[src/rtl/core/pen_point_smoother_decimator_unit_macros.svh]
// assertion macros for the pen point smoother
`ifndef PEN_POINT_SMOOTHER_DECIMATOR_UNIT_MACROS_SVH
`define PEN_POINT_SMOOTHER_DECIMATOR_UNIT_MACROS_SVH

`ifndef ASSERT_OFF

`define ASSERT_IMPLIES(lbl, clk, rst_n, ante, cons) \
    lbl: assert property (@(posedge clk) disable iff (!(rst_n)) (ante) |-> (cons)) \
        else $error("assertion failed: same-cycle implication");

`define ASSERT_NEXT(lbl, clk, rst_n, ante, cons) \
    lbl: assert property (@(posedge clk) disable iff (!(rst_n)) (ante) |=> (cons)) \
        else $error("assertion failed: next-cycle implication");

`else

`define ASSERT_IMPLIES(lbl, clk, rst_n, ante, cons)

`define ASSERT_NEXT(lbl, clk, rst_n, ante, cons)

`endif

`endif

[src/rtl/core/ppsd_pkg.sv]
package ppsd_pkg;

    localparam int COORD_W        = 20;
    localparam int DEF_MAX_WINDOW = 8;
    localparam int BLEND_W        = 9;
    localparam int WLEN_W         = 4;
    localparam int STEP_W         = 16;
    localparam int CFG_IDX_W      = 2;
    localparam int CFG_DATA_W     = 16;
    localparam int FRAC_SHIFT     = 8;

    localparam logic [BLEND_W-1:0] BLEND_ONE = 9'd256;
    localparam logic [BLEND_W-1:0] BLEND_RST = 9'd166;
    localparam logic [WLEN_W-1:0]  WLEN_RST  = 4'd4;
    localparam logic [STEP_W-1:0]  STEP_RST  = 16'd16;

    typedef enum logic [1:0] {
        FUNC_START = 2'd0,
        FUNC_MOVE  = 2'd1,
        FUNC_END   = 2'd2
    } t_func;

    typedef enum logic [CFG_IDX_W-1:0] {
        CFG_BLEND = 2'd0,
        CFG_WLEN  = 2'd1,
        CFG_STEP  = 2'd2
    } t_cfg_idx;

    typedef struct packed {
        logic [1:0]                 func;
        logic signed [COORD_W-1:0]  pos_x;
        logic signed [COORD_W-1:0]  pos_y;
    } t_in_item;

    typedef struct packed {
        logic                       accepted;
        logic signed [COORD_W-1:0]  out_x;
        logic signed [COORD_W-1:0]  out_y;
    } t_out_item;

    typedef enum logic [3:0] {
        ST_IDLE,
        ST_DECODE,
        ST_SUM,
        ST_DIV_INIT,
        ST_DIV,
        ST_MEAN,
        ST_MUL,
        ST_BLEND,
        ST_DIST,
        ST_SQR,
        ST_CMP,
        ST_DONE
    } t_state;

    typedef struct packed {
        logic capture;
        logic do_start;
        logic do_end;
        logic do_drop;
        logic raw_pass;
        logic walk_init;
        logic walk_step;
        logic div_init;
        logic div_step;
        logic mean_load;
        logic mul_load;
        logic blend_load;
        logic dist_load;
        logic sqr_load;
        logic commit;
        logic out_load;
    } t_cmd;

    typedef struct packed {
        logic [1:0] func;
        logic       active;
        logic       hist_empty;
        logic       walk_done;
        logic       div_done;
        logic       out_free;
    } t_sts;

endpackage

[src/rtl/core/ppsd_div.sv]
module ppsd_div
    import ppsd_pkg::*;
#(
    parameter int  MAX_WINDOW = DEF_MAX_WINDOW,
    localparam int SUMW       = COORD_W + $clog2(MAX_WINDOW),
    localparam int CW         = $clog2(MAX_WINDOW + 1)
) (
    input  logic                      i_clk,
    input  logic                      i_rst_n,
    input  logic                      i_init,
    input  logic                      i_step,
    input  logic signed [SUMW-1:0]    i_dividend,
    input  logic [CW-1:0]             i_divisor,
    output logic                      o_done,
    output logic signed [COORD_W-1:0] o_mean
);

    localparam int BW = $clog2(SUMW + 1);

    logic [SUMW-1:0] r_q;
    logic [CW-1:0]   r_rem;
    logic            r_neg;
    logic [BW-1:0]   r_bits;

    logic [SUMW-1:0] w_mag;
    logic [CW:0]     w_trial;
    logic [CW:0]     w_diff;
    logic            w_ge;
    logic [SUMW-1:0] w_mean_full;

    assign w_mag   = i_dividend[SUMW-1] ? SUMW'(-i_dividend) : i_dividend;
    assign w_trial = {r_rem, r_q[SUMW-1]};
    assign w_diff  = w_trial - {1'b0, i_divisor};
    assign w_ge    = (w_trial >= {1'b0, i_divisor});

    // floor rounding for a negative sum
    assign w_mean_full = r_neg ? (~r_q + SUMW'(r_rem == '0)) : r_q;
    assign o_mean      = w_mean_full[COORD_W-1:0];
    assign o_done      = (r_bits == BW'(1));

    always_ff @(posedge i_clk) begin
        if (!i_rst_n) begin
            r_bits <= '0;
        end else if (i_init) begin
            r_bits <= BW'(SUMW);
        end else if (i_step && (r_bits != '0)) begin
            r_bits <= r_bits - 1'b1;
        end
    end

    always_ff @(posedge i_clk) begin
        if (i_init) begin
            r_q   <= w_mag;
            r_rem <= '0;
            r_neg <= i_dividend[SUMW-1];
        end else if (i_step) begin
            r_q   <= {r_q[SUMW-2:0], w_ge};
            r_rem <= w_ge ? w_diff[CW-1:0] : w_trial[CW-1:0];
        end
    end

endmodule

[src/rtl/core/ppsd_ctrl.sv]
module ppsd_ctrl
    import ppsd_pkg::*;
(
    input  logic i_clk,
    input  logic i_rst_n,
    input  logic i_in_valid,
    output logic o_in_ready,
    input  t_sts i_sts,
    output t_cmd o_cmd
);

    t_state r_state;
    t_state n_state;

    always_ff @(posedge i_clk) begin
        if (!i_rst_n) begin
            r_state <= ST_IDLE;
        end else begin
            r_state <= n_state;
        end
    end

    always_comb begin
        n_state = r_state;
        case (r_state)
            ST_IDLE: begin
                if (i_in_valid) begin
                    n_state = ST_DECODE;
                end
            end
            ST_DECODE: begin
                case (i_sts.func)
                    FUNC_MOVE: begin
                        if (!i_sts.active) begin
                            n_state = ST_DONE;
                        end else if (i_sts.hist_empty) begin
                            n_state = ST_DIST;
                        end else begin
                            n_state = ST_SUM;
                        end
                    end
                    default: n_state = ST_DONE;
                endcase
            end
            ST_SUM: begin
                if (i_sts.walk_done) begin
                    n_state = ST_DIV_INIT;
                end
            end
            ST_DIV_INIT: n_state = ST_DIV;
            ST_DIV: begin
                if (i_sts.div_done) begin
                    n_state = ST_MEAN;
                end
            end
            ST_MEAN:  n_state = ST_MUL;
            ST_MUL:   n_state = ST_BLEND;
            ST_BLEND: n_state = ST_DIST;
            ST_DIST:  n_state = ST_SQR;
            ST_SQR:   n_state = ST_CMP;
            ST_CMP:   n_state = ST_DONE;
            ST_DONE: begin
                if (i_sts.out_free) begin
                    n_state = ST_IDLE;
                end
            end
            default: n_state = ST_IDLE;
        endcase
    end

    always_comb begin
        o_cmd      = '0;
        o_in_ready = 1'b0;
        case (r_state)
            ST_IDLE: begin
                o_in_ready    = 1'b1;
                o_cmd.capture = i_in_valid;
            end
            ST_DECODE: begin
                case (i_sts.func)
                    FUNC_START: o_cmd.do_start = 1'b1;
                    FUNC_END:   o_cmd.do_end   = 1'b1;
                    FUNC_MOVE: begin
                        if (!i_sts.active) begin
                            o_cmd.do_drop = 1'b1;
                        end else if (i_sts.hist_empty) begin
                            o_cmd.raw_pass = 1'b1;
                        end else begin
                            o_cmd.walk_init = 1'b1;
                        end
                    end
                    default: o_cmd.do_drop = 1'b1;
                endcase
            end
            ST_SUM:      o_cmd.walk_step  = 1'b1;
            ST_DIV_INIT: o_cmd.div_init   = 1'b1;
            ST_DIV:      o_cmd.div_step   = 1'b1;
            ST_MEAN:     o_cmd.mean_load  = 1'b1;
            ST_MUL:      o_cmd.mul_load   = 1'b1;
            ST_BLEND:    o_cmd.blend_load = 1'b1;
            ST_DIST:     o_cmd.dist_load  = 1'b1;
            ST_SQR:      o_cmd.sqr_load   = 1'b1;
            ST_CMP:      o_cmd.commit     = 1'b1;
            ST_DONE:     o_cmd.out_load   = i_sts.out_free;
            default: begin
                o_cmd      = '0;
                o_in_ready = 1'b0;
            end
        endcase
    end

endmodule

[src/rtl/core/ppsd_dpath.sv]
`include "pen_point_smoother_decimator_unit_macros.svh"

module ppsd_dpath
    import ppsd_pkg::*;
#(
    parameter int MAX_WINDOW = DEF_MAX_WINDOW
) (
    input  logic                  i_clk,
    input  logic                  i_rst_n,
    input  t_cmd                  i_cmd,
    output t_sts                  o_sts,
    input  t_in_item              i_in_data,
    input  logic                  i_cfg_we,
    input  logic [CFG_IDX_W-1:0]  i_cfg_idx,
    input  logic [CFG_DATA_W-1:0] i_cfg_data,
    output logic                  o_out_valid,
    input  logic                  i_out_ready,
    output t_out_item             o_out_data
);

    localparam int AW   = (MAX_WINDOW > 1) ? $clog2(MAX_WINDOW) : 1;
    localparam int CW   = $clog2(MAX_WINDOW + 1);
    localparam int SUMW = COORD_W + $clog2(MAX_WINDOW);
    localparam int PW   = COORD_W + BLEND_W + 1;
    localparam int DW   = COORD_W + 1;
    localparam int QW   = 2 * STEP_W;

    // configuration
    logic [BLEND_W-1:0] r_blend;
    logic [WLEN_W-1:0]  r_wlen;
    logic [STEP_W-1:0]  r_step;

    // item and stroke state
    logic [1:0]                r_func;
    logic signed [COORD_W-1:0] r_px, r_py;
    logic signed [COORD_W-1:0] r_last_x, r_last_y;
    logic [AW-1:0]             r_head;
    logic [CW-1:0]             r_count;
    logic                      r_active;

    // history
    logic signed [COORD_W-1:0] mem_x [MAX_WINDOW];
    logic signed [COORD_W-1:0] mem_y [MAX_WINDOW];
    logic signed [COORD_W-1:0] r_rd_x, r_rd_y;
    logic [AW-1:0]             r_ptr;
    logic [CW-1:0]             r_walk_cnt;
    logic [CW-1:0]             r_acc_cnt;
    logic                      r_rd_vld;
    logic signed [SUMW-1:0]    r_acc_x, r_acc_y;

    // blend and distance
    logic signed [COORD_W-1:0] r_mx, r_my;
    logic signed [PW-1:0]      r_pa_x, r_pb_x, r_pa_y, r_pb_y;
    logic signed [COORD_W-1:0] r_sx, r_sy;
    logic [DW-1:0]             r_adx, r_ady;
    logic                      r_big;
    logic [QW-1:0]             r_sq_x, r_sq_y, r_sq_m;

    // result and output
    t_out_item                 r_res;
    t_out_item                 r_out_data;
    logic                      r_out_valid;

    logic                      w_push;
    logic [AW-1:0]             w_push_addr;
    logic signed [COORD_W-1:0] w_push_x, w_push_y;
    logic [AW-1:0]             w_head_prev;
    logic [AW-1:0]             w_ptr_prev;
    logic [AW-1:0]             w_push_next;
    logic [CW-1:0]             w_win;
    logic [CW:0]               w_cnt_inc;
    logic [CW-1:0]             w_cnt_new;
    logic [BLEND_W-1:0]        w_f;
    logic [BLEND_W-1:0]        w_g;
    logic signed [PW:0]        w_sum_x, w_sum_y;
    logic signed [DW-1:0]      w_dx, w_dy;
    logic [DW-1:0]             w_adx, w_ady;
    logic [QW:0]               w_sq_sum;
    logic                      w_ok;
    logic signed [COORD_W-1:0] w_mean_x, w_mean_y;
    logic                      w_done_x, w_done_y;

    ppsd_div #(
        .MAX_WINDOW (MAX_WINDOW)
    ) u_div_x (
        .i_clk      (i_clk),
        .i_rst_n    (i_rst_n),
        .i_init     (i_cmd.div_init),
        .i_step     (i_cmd.div_step),
        .i_dividend (r_acc_x),
        .i_divisor  (r_count),
        .o_done     (w_done_x),
        .o_mean     (w_mean_x)
    );

    ppsd_div #(
        .MAX_WINDOW (MAX_WINDOW)
    ) u_div_y (
        .i_clk      (i_clk),
        .i_rst_n    (i_rst_n),
        .i_init     (i_cmd.div_init),
        .i_step     (i_cmd.div_step),
        .i_dividend (r_acc_y),
        .i_divisor  (r_count),
        .o_done     (w_done_y),
        .o_mean     (w_mean_y)
    );

    // ring pointer arithmetic
    assign w_head_prev = (r_head == '0) ? AW'(MAX_WINDOW - 1) : r_head - 1'b1;
    assign w_ptr_prev  = (r_ptr == '0) ? AW'(MAX_WINDOW - 1) : r_ptr - 1'b1;

    assign w_push      = i_cmd.do_start || (i_cmd.commit && w_ok);
    assign w_push_addr = i_cmd.do_start ? '0 : r_head;
    assign w_push_x    = i_cmd.do_start ? r_px : r_sx;
    assign w_push_y    = i_cmd.do_start ? r_py : r_sy;
    assign w_push_next = (w_push_addr == AW'(MAX_WINDOW - 1)) ? '0 : w_push_addr + 1'b1;

    assign w_win     = (int'(r_wlen) > MAX_WINDOW) ? CW'(MAX_WINDOW) : CW'(r_wlen);
    assign w_cnt_inc = {1'b0, r_count} + 1'b1;
    assign w_cnt_new = (w_cnt_inc > {1'b0, w_win}) ? w_win : w_cnt_inc[CW-1:0];

    assign w_f = (r_blend > BLEND_ONE) ? BLEND_ONE : r_blend;
    assign w_g = BLEND_ONE - w_f;

    assign w_sum_x = (PW+1)'(r_pa_x) + (PW+1)'(r_pb_x);
    assign w_sum_y = (PW+1)'(r_pa_y) + (PW+1)'(r_pb_y);

    assign w_dx  = DW'(r_sx) - DW'(r_last_x);
    assign w_dy  = DW'(r_sy) - DW'(r_last_y);
    assign w_adx = w_dx[DW-1] ? DW'(-w_dx) : w_dx;
    assign w_ady = w_dy[DW-1] ? DW'(-w_dy) : w_dy;

    assign w_sq_sum = {1'b0, r_sq_x} + {1'b0, r_sq_y};
    assign w_ok     = r_big || (w_sq_sum >= {1'b0, r_sq_m});

    always_ff @(posedge i_clk) begin
        if (!i_rst_n) begin
            r_blend <= BLEND_RST;
            r_wlen  <= WLEN_RST;
            r_step  <= STEP_RST;
        end else if (i_cfg_we) begin
            case (t_cfg_idx'(i_cfg_idx))
                CFG_BLEND: r_blend <= i_cfg_data[BLEND_W-1:0];
                CFG_WLEN:  r_wlen  <= i_cfg_data[WLEN_W-1:0];
                CFG_STEP:  r_step  <= i_cfg_data[STEP_W-1:0];
                default: ;
            endcase
        end
    end

    always_ff @(posedge i_clk) begin
        if (!i_rst_n) begin
            r_active <= 1'b0;
            r_count  <= '0;
            r_head   <= '0;
            r_last_x <= '0;
            r_last_y <= '0;
        end else if (i_cmd.do_start) begin
            r_active <= 1'b1;
            r_count  <= CW'(1);
            r_head   <= w_push_next;
            r_last_x <= r_px;
            r_last_y <= r_py;
        end else if (i_cmd.do_end) begin
            r_active <= 1'b0;
            r_count  <= '0;
        end else if (i_cmd.commit && w_ok) begin
            r_count  <= w_cnt_new;
            r_head   <= w_push_next;
            r_last_x <= r_sx;
            r_last_y <= r_sy;
        end
    end

    always_ff @(posedge i_clk) begin
        if (w_push) begin
            mem_x[w_push_addr] <= w_push_x;
            mem_y[w_push_addr] <= w_push_y;
        end
        r_rd_x <= mem_x[r_ptr];
        r_rd_y <= mem_y[r_ptr];
    end

    // history walk, newest entry first
    always_ff @(posedge i_clk) begin
        if (!i_rst_n) begin
            r_rd_vld   <= 1'b0;
            r_walk_cnt <= '0;
            r_acc_cnt  <= '0;
            r_ptr      <= '0;
        end else if (i_cmd.walk_init) begin
            r_rd_vld   <= 1'b0;
            r_walk_cnt <= r_count;
            r_acc_cnt  <= r_count;
            r_ptr      <= w_head_prev;
        end else if (i_cmd.walk_step) begin
            r_rd_vld <= (r_walk_cnt != '0);
            if (r_walk_cnt != '0) begin
                r_walk_cnt <= r_walk_cnt - 1'b1;
                r_ptr      <= w_ptr_prev;
            end
            if (r_rd_vld) begin
                r_acc_cnt <= r_acc_cnt - 1'b1;
            end
        end
    end

    always_ff @(posedge i_clk) begin
        if (i_cmd.capture) begin
            r_func <= i_in_data.func;
            r_px   <= i_in_data.pos_x;
            r_py   <= i_in_data.pos_y;
        end
        if (i_cmd.walk_init) begin
            r_acc_x <= '0;
            r_acc_y <= '0;
        end else if (i_cmd.walk_step && r_rd_vld) begin
            r_acc_x <= r_acc_x + SUMW'(r_rd_x);
            r_acc_y <= r_acc_y + SUMW'(r_rd_y);
        end
        if (i_cmd.mean_load) begin
            r_mx <= w_mean_x;
            r_my <= w_mean_y;
        end
        if (i_cmd.mul_load) begin
            r_pa_x <= $signed({1'b0, w_g}) * r_px;
            r_pb_x <= $signed({1'b0, w_f}) * r_mx;
            r_pa_y <= $signed({1'b0, w_g}) * r_py;
            r_pb_y <= $signed({1'b0, w_f}) * r_my;
        end
        if (i_cmd.raw_pass) begin
            r_sx <= r_px;
            r_sy <= r_py;
        end else if (i_cmd.blend_load) begin
            r_sx <= w_sum_x[FRAC_SHIFT +: COORD_W];
            r_sy <= w_sum_y[FRAC_SHIFT +: COORD_W];
        end
        if (i_cmd.dist_load) begin
            r_adx <= w_adx;
            r_ady <= w_ady;
        end
        // the squares are used only when both offsets are below min step, so 16-bit squares suffice
        if (i_cmd.sqr_load) begin
            r_big  <= (r_adx >= DW'(r_step)) || (r_ady >= DW'(r_step));
            r_sq_x <= r_adx[STEP_W-1:0] * r_adx[STEP_W-1:0];
            r_sq_y <= r_ady[STEP_W-1:0] * r_ady[STEP_W-1:0];
            r_sq_m <= r_step * r_step;
        end
        if (i_cmd.do_start) begin
            r_res.accepted <= 1'b1;
            r_res.out_x    <= r_px;
            r_res.out_y    <= r_py;
        end else if (i_cmd.do_end || i_cmd.do_drop) begin
            r_res <= '0;
        end else if (i_cmd.commit) begin
            r_res.accepted <= w_ok;
            r_res.out_x    <= r_sx;
            r_res.out_y    <= r_sy;
        end
        if (i_cmd.out_load) begin
            r_out_data <= r_res;
        end
    end

    always_ff @(posedge i_clk) begin
        if (!i_rst_n) begin
            r_out_valid <= 1'b0;
        end else if (i_cmd.out_load) begin
            r_out_valid <= 1'b1;
        end else if (i_out_ready) begin
            r_out_valid <= 1'b0;
        end
    end

    assign o_out_valid = r_out_valid;
    assign o_out_data  = r_out_data;

    assign o_sts.func       = r_func;
    assign o_sts.active     = r_active;
    assign o_sts.hist_empty = (r_count == '0);
    assign o_sts.walk_done  = r_rd_vld && (r_acc_cnt == CW'(1));
    assign o_sts.div_done   = w_done_x && w_done_y;
    assign o_sts.out_free   = !r_out_valid || i_out_ready;

    `ASSERT_IMPLIES(a_no_overwrite, i_clk, i_rst_n, i_cmd.out_load, !r_out_valid || i_out_ready)
    `ASSERT_IMPLIES(a_walk_has_hist, i_clk, i_rst_n, i_cmd.walk_init, r_count != '0)
    `ASSERT_NEXT(a_start_opens, i_clk, i_rst_n, i_cmd.do_start, r_active && (r_count == CW'(1)))

endmodule

[src/rtl/core/pen_point_smoother_decimator_unit.sv]
// Pen point smoother and decimator. Each input beat is a pen sample tagged stroke start,
// move or stroke end; each one yields exactly one output beat. A start echoes the point
// as accepted and restarts the history; a move is blended with the floor mean of the
// history window, (256 - blend_weight) * raw + blend_weight * mean over 256, and is
// accepted and pushed when its distance from the last accepted point reaches min_step;
// an end closes the stroke. A move with an empty history is not blended; other tags
// and moves outside a stroke give a zero beat that is not accepted. One item is in
// flight at a time. The history walk reads one history entry per cycle and the
// bit-serial mean divider produces one quotient bit per cycle. Output beats are held
// in an output register, so a new input beat can be taken while a result waits.
// Configuration writes take effect at once and are meant for idle periods only.
module pen_point_smoother_decimator_unit
    import ppsd_pkg::*;
#(
    parameter int MAX_WINDOW = DEF_MAX_WINDOW
) (
    input  logic                  i_clk,
    input  logic                  i_rst_n,
    input  logic                  i_in_valid,
    output logic                  o_in_ready,
    input  t_in_item              i_in_data,
    output logic                  o_out_valid,
    input  logic                  i_out_ready,
    output t_out_item             o_out_data,
    input  logic                  i_cfg_we,
    input  logic [CFG_IDX_W-1:0]  i_cfg_idx,
    input  logic [CFG_DATA_W-1:0] i_cfg_data
);

    t_cmd w_cmd;
    t_sts w_sts;

    ppsd_ctrl u_ctrl (
        .i_clk      (i_clk),
        .i_rst_n    (i_rst_n),
        .i_in_valid (i_in_valid),
        .o_in_ready (o_in_ready),
        .i_sts      (w_sts),
        .o_cmd      (w_cmd)
    );

    ppsd_dpath #(
        .MAX_WINDOW (MAX_WINDOW)
    ) u_dpath (
        .i_clk       (i_clk),
        .i_rst_n     (i_rst_n),
        .i_cmd       (w_cmd),
        .o_sts       (w_sts),
        .i_in_data   (i_in_data),
        .i_cfg_we    (i_cfg_we),
        .i_cfg_idx   (i_cfg_idx),
        .i_cfg_data  (i_cfg_data),
        .o_out_valid (o_out_valid),
        .i_out_ready (i_out_ready),
        .o_out_data  (o_out_data)
    );

endmodule

[config.mk]
export PLATFORM = sky130hd
export DESIGN_NAME = pen_point_smoother_decimator_unit
export DESIGN_NICKNAME = d
export VERILOG_FILES = /design/src/rtl/core/ppsd_pkg.sv /design/src/rtl/core/ppsd_div.sv /design/src/rtl/core/ppsd_ctrl.sv /design/src/rtl/core/ppsd_dpath.sv /design/src/rtl/core/pen_point_smoother_decimator_unit.sv
export VERILOG_INCLUDE_DIRS = /design/src /design/src/rtl/core
export SDC_FILE = /design/constraint.sdc
export NUM_CORES = 2
export LEC_CHECK = 0
export BUFFER_PORTS_ARGS = -buffer_cell sky130_fd_sc_hd__buf_4
export CORE_MARGIN = 2
export CORE_UTILIZATION = 50
export CTS_CLUSTER_SIZE = 24
export DETAILED_ROUTE_END_ITERATION = 10
export GPL_TIMING_DRIVEN = 0
export PLACE_DENSITY = 0.75
export SYNTH_ARGS = -nofsm -noshare
export SYNTH_HDL_FRONTEND = slang
export SYNTH_SLANG_ARGS = --single-unit
export TNS_END_PERCENT = 1
[constraint.sdc]
create_clock -name i_clk -period 20.9 [get_ports i_clk]
set_input_delay 2.09 -clock i_clk [delete_from_list [all_inputs] [get_ports i_clk]]
set_output_delay 2.09 -clock i_clk [all_outputs]
set_load 0.01 [all_outputs]
==> flow_summary.json <==
{
  "clock.fmax_ghz": 0.0945,
  "fill_cells": 15800,
  "grt_pass1_wl_um": 395000,
  "drcViolationCount": 0,
  "cts_made_buffers": 110,
  "routed_via_density": 5.58,
  "ys_seq_area_share_pct": 30.7,
  "drive_above_1_share_pct": 5.62,
  "worstSkewPairLatency_ns": 0.82,
  "critPathMaxFanout": 10,
  "syn2layout_area_growth_pct": 9.24,
  "post_cts_buffers": 0,
  "ys_types": 87,
  "tritoncts": "done",
  "finalWeightedCongestion": 0.985,
  "synth_area_leaders": "edfxtp_1 (26%), fa_1 (23%), ha_1 (11%), inv_1 (6.3%), nand2_1 (4.3%)",
  "yosysMostFrequentCell": "inv_1",
  "grt_max_degree": 76,
  "wire_per_inst_um": 21.5,
  "slew_headroom_pct": 14.5,
  "overflow": 0,
  "tightest_slew_ns": 1.27,
  "ios": 108,
  "core_um2": 185000,
  "antenna_found_initial": 3,
  "setup.worst_path.end_class": "register",
  "avgSynthCellArea_um2": 10.3,
  "cpPeakStageDelay_ns": 0.92,
  "final_antenna_net_count": 0,
  "rows": 158,
  "cts_sinks": 1018,
  "yosys_warnings": 0,
  "syn-num-nets": 11000,
  "io_buffers": 106,
  "drt_iter0_markers": 6002,
  "die_x_um": 435,
  "vias": 66300,
  "nNetsFinal": 11200,
  "final_hold_viol_count": 0,
  "die_y_um": 435,
  "synthTopCellsByCount": "inv_1 (1555), fa_1 (1070), nand2_1 (1064)",
  "tns_ns": 0,
  "yosys.area.top_type_share_pct": 26.4,
  "htreeDepth": 3,
  "finalCriticalPeriod_ns": 10.58,
  "hold_buffers": 0,
  "yosysTopAreaCell": "edfxtp_1",
  "dp_hpwl_um": 205000,
  "drtPass1Iterations": 6,
  "slew_viol_final": 0,
  "ys_ff_latch": 1018,
  "min_path_type": "register to register",
  "skew_ns": 0.118,
  "synth_area_um2": 93000,
  "synth_flop_cell": "edfxtp_1",
  "fin_cells": 11900,
  "start_util_pct": 50.3,
  "cp_data_arrival_time_ns": 11.09,
  "wirelength_um": 255000,
  "worstPathRequired_ns": 21.41,
  "final_cell_area_um2": 102000,
  "cts.repair.resized": 0,
  "placed_cells": 11700,
  "placedInstanceArea_um2": 97800,
  "path_clk_slew_ns": 0.06,
  "postSynthCellCount": 9022,
  "dieArea_um2": 189000,
  "clk_path_buf_depth": 3,
  "grt_pass1_vias": 68400,
  "async_flop_share_pct": 0,
  "slowest_stage": "clkbuf_1",
  "drv_cap": 0,
  "synth_enable_flop_cells": 819,
  "outcome": "completed",
  "grt_use_total_pct": 27.0,
  "crit_type": "register to register",
  "start_kind": "register",
  "setup_violations": 0,
  "root_buffer": "clkbuf_16",
  "timing.final.crit_share_pct": 50.6,
  "rsz0062_at_grt": "false"
}
-- worst max-delay path, delay by kind of cell, from the launching register on --
kind            cells  cell delay, ns
simple gates        3            0.58
compound gates      9            2.40
fa+ha+maj           7            3.21
flops               1            0.35
buf+inv             9            3.11
xor+xnor            2            0.69
-- layout make-up --
type / instances / area (µm²) / area share [%]
Multi-Input combinational cell: 6120 / 57400 / 56.5
Sequential cell: 1018 / 28600 / 28.1
Inverter: 1567 / 5880 / 5.79
Tap cell: 2480 / 3100 / 3.05
Clock buffer: 143 / 2970 / 2.92
Timing Repair Buffer: 169 / 1560 / 1.53
Buffer: 317 / 1210 / 1.19
Clock inverter: 65 / 863 / 0.850
Antenna cell: 2 / 5.00 / 0.00493
-- through the flow --
stage               setup slack, ns  utilization, %  hold slack, ns
global placement               7.44            52.4           0.404
detailed placement            10.57            52.8           0.405
floorplan                     11.86               -           0.400
CTS                           10.60            54.9           0.410
finish                        10.32            54.9           0.388
global route                   9.83            54.9           0.424
-- registers in the layout, summed over array words and instances (netlist names), 28 cells and up --
signal	flops
u_dpath.r_pa_y	28
u_dpath.r_sq_m	31
u_dpath.mem_x	160
u_dpath.o_out_data	41
u_dpath.mem_y	160
u_dpath.r_pb_y	28
u_dpath.r_pb_x	28
u_dpath.r_sq_x	31
u_dpath.r_pa_x	28
u_dpath.r_res	41
u_dpath.r_sq_y	31
-- worst paths after layout --
path                      endpoint                from  depth (start not counted)  slack, ns
max             u_dpath.r_pa_x[27]  u_dpath.r_blend[8]                         30      10.32
max reg2reg     u_dpath.r_pa_x[27]  u_dpath.r_blend[8]                         30      10.32
min          u_dpath.o_out_data[2]    u_dpath.r_res[2]                          0       0.39
min reg2reg  u_dpath.o_out_data[2]    u_dpath.r_res[2]                          0       0.39
-- cells by family (layout without fill, tap and decap cells) --
family	Yosys count	after routing	synth area share, %
compound gates	1130	1130	7.65
xor+xnor	484	484	4.57
fa+ha+maj	1875	1875	33.9
buf+inv	1884	2261	7.62
flops	1018	1018	30.7
mux	179	179	3.06
other cells	0	2	0
simple gates	2452	2452	12.5
-- per-layer routing --
metal  part of all wire [%]  global-route usage (%)  vias to the layer above  wire (µm)
li1                       -                       -                    30000          -
met1                     39                    34.4                    33100     100000
met2                     47                    44.0                     2643     119000
met3                    7.4                    4.34                      607      18900
met4                    6.7                    15.4                        0      17200
met5                      0                       0                        -          0
-- layout by cell type (no fill, tap or decap), drive strengths merged, types with 58 or more instances in the layout --
cell,count
a21o,143
and2,465
fa,1070
nand2b,64
nor2b,100
xor2,178
nand3,105
buf,212
nor2,376
xnor2,306
nand2,1065
nor3,80
clkbuf,417
mux4,80
edfxtp,819
o21a,58
dfxtp,199
inv,1563
ha,805
a21oi,315
o21ai,293
Power is not shown: default switching activity piles up to over one toggle a cycle in this logic, so the estimate is an artifact.
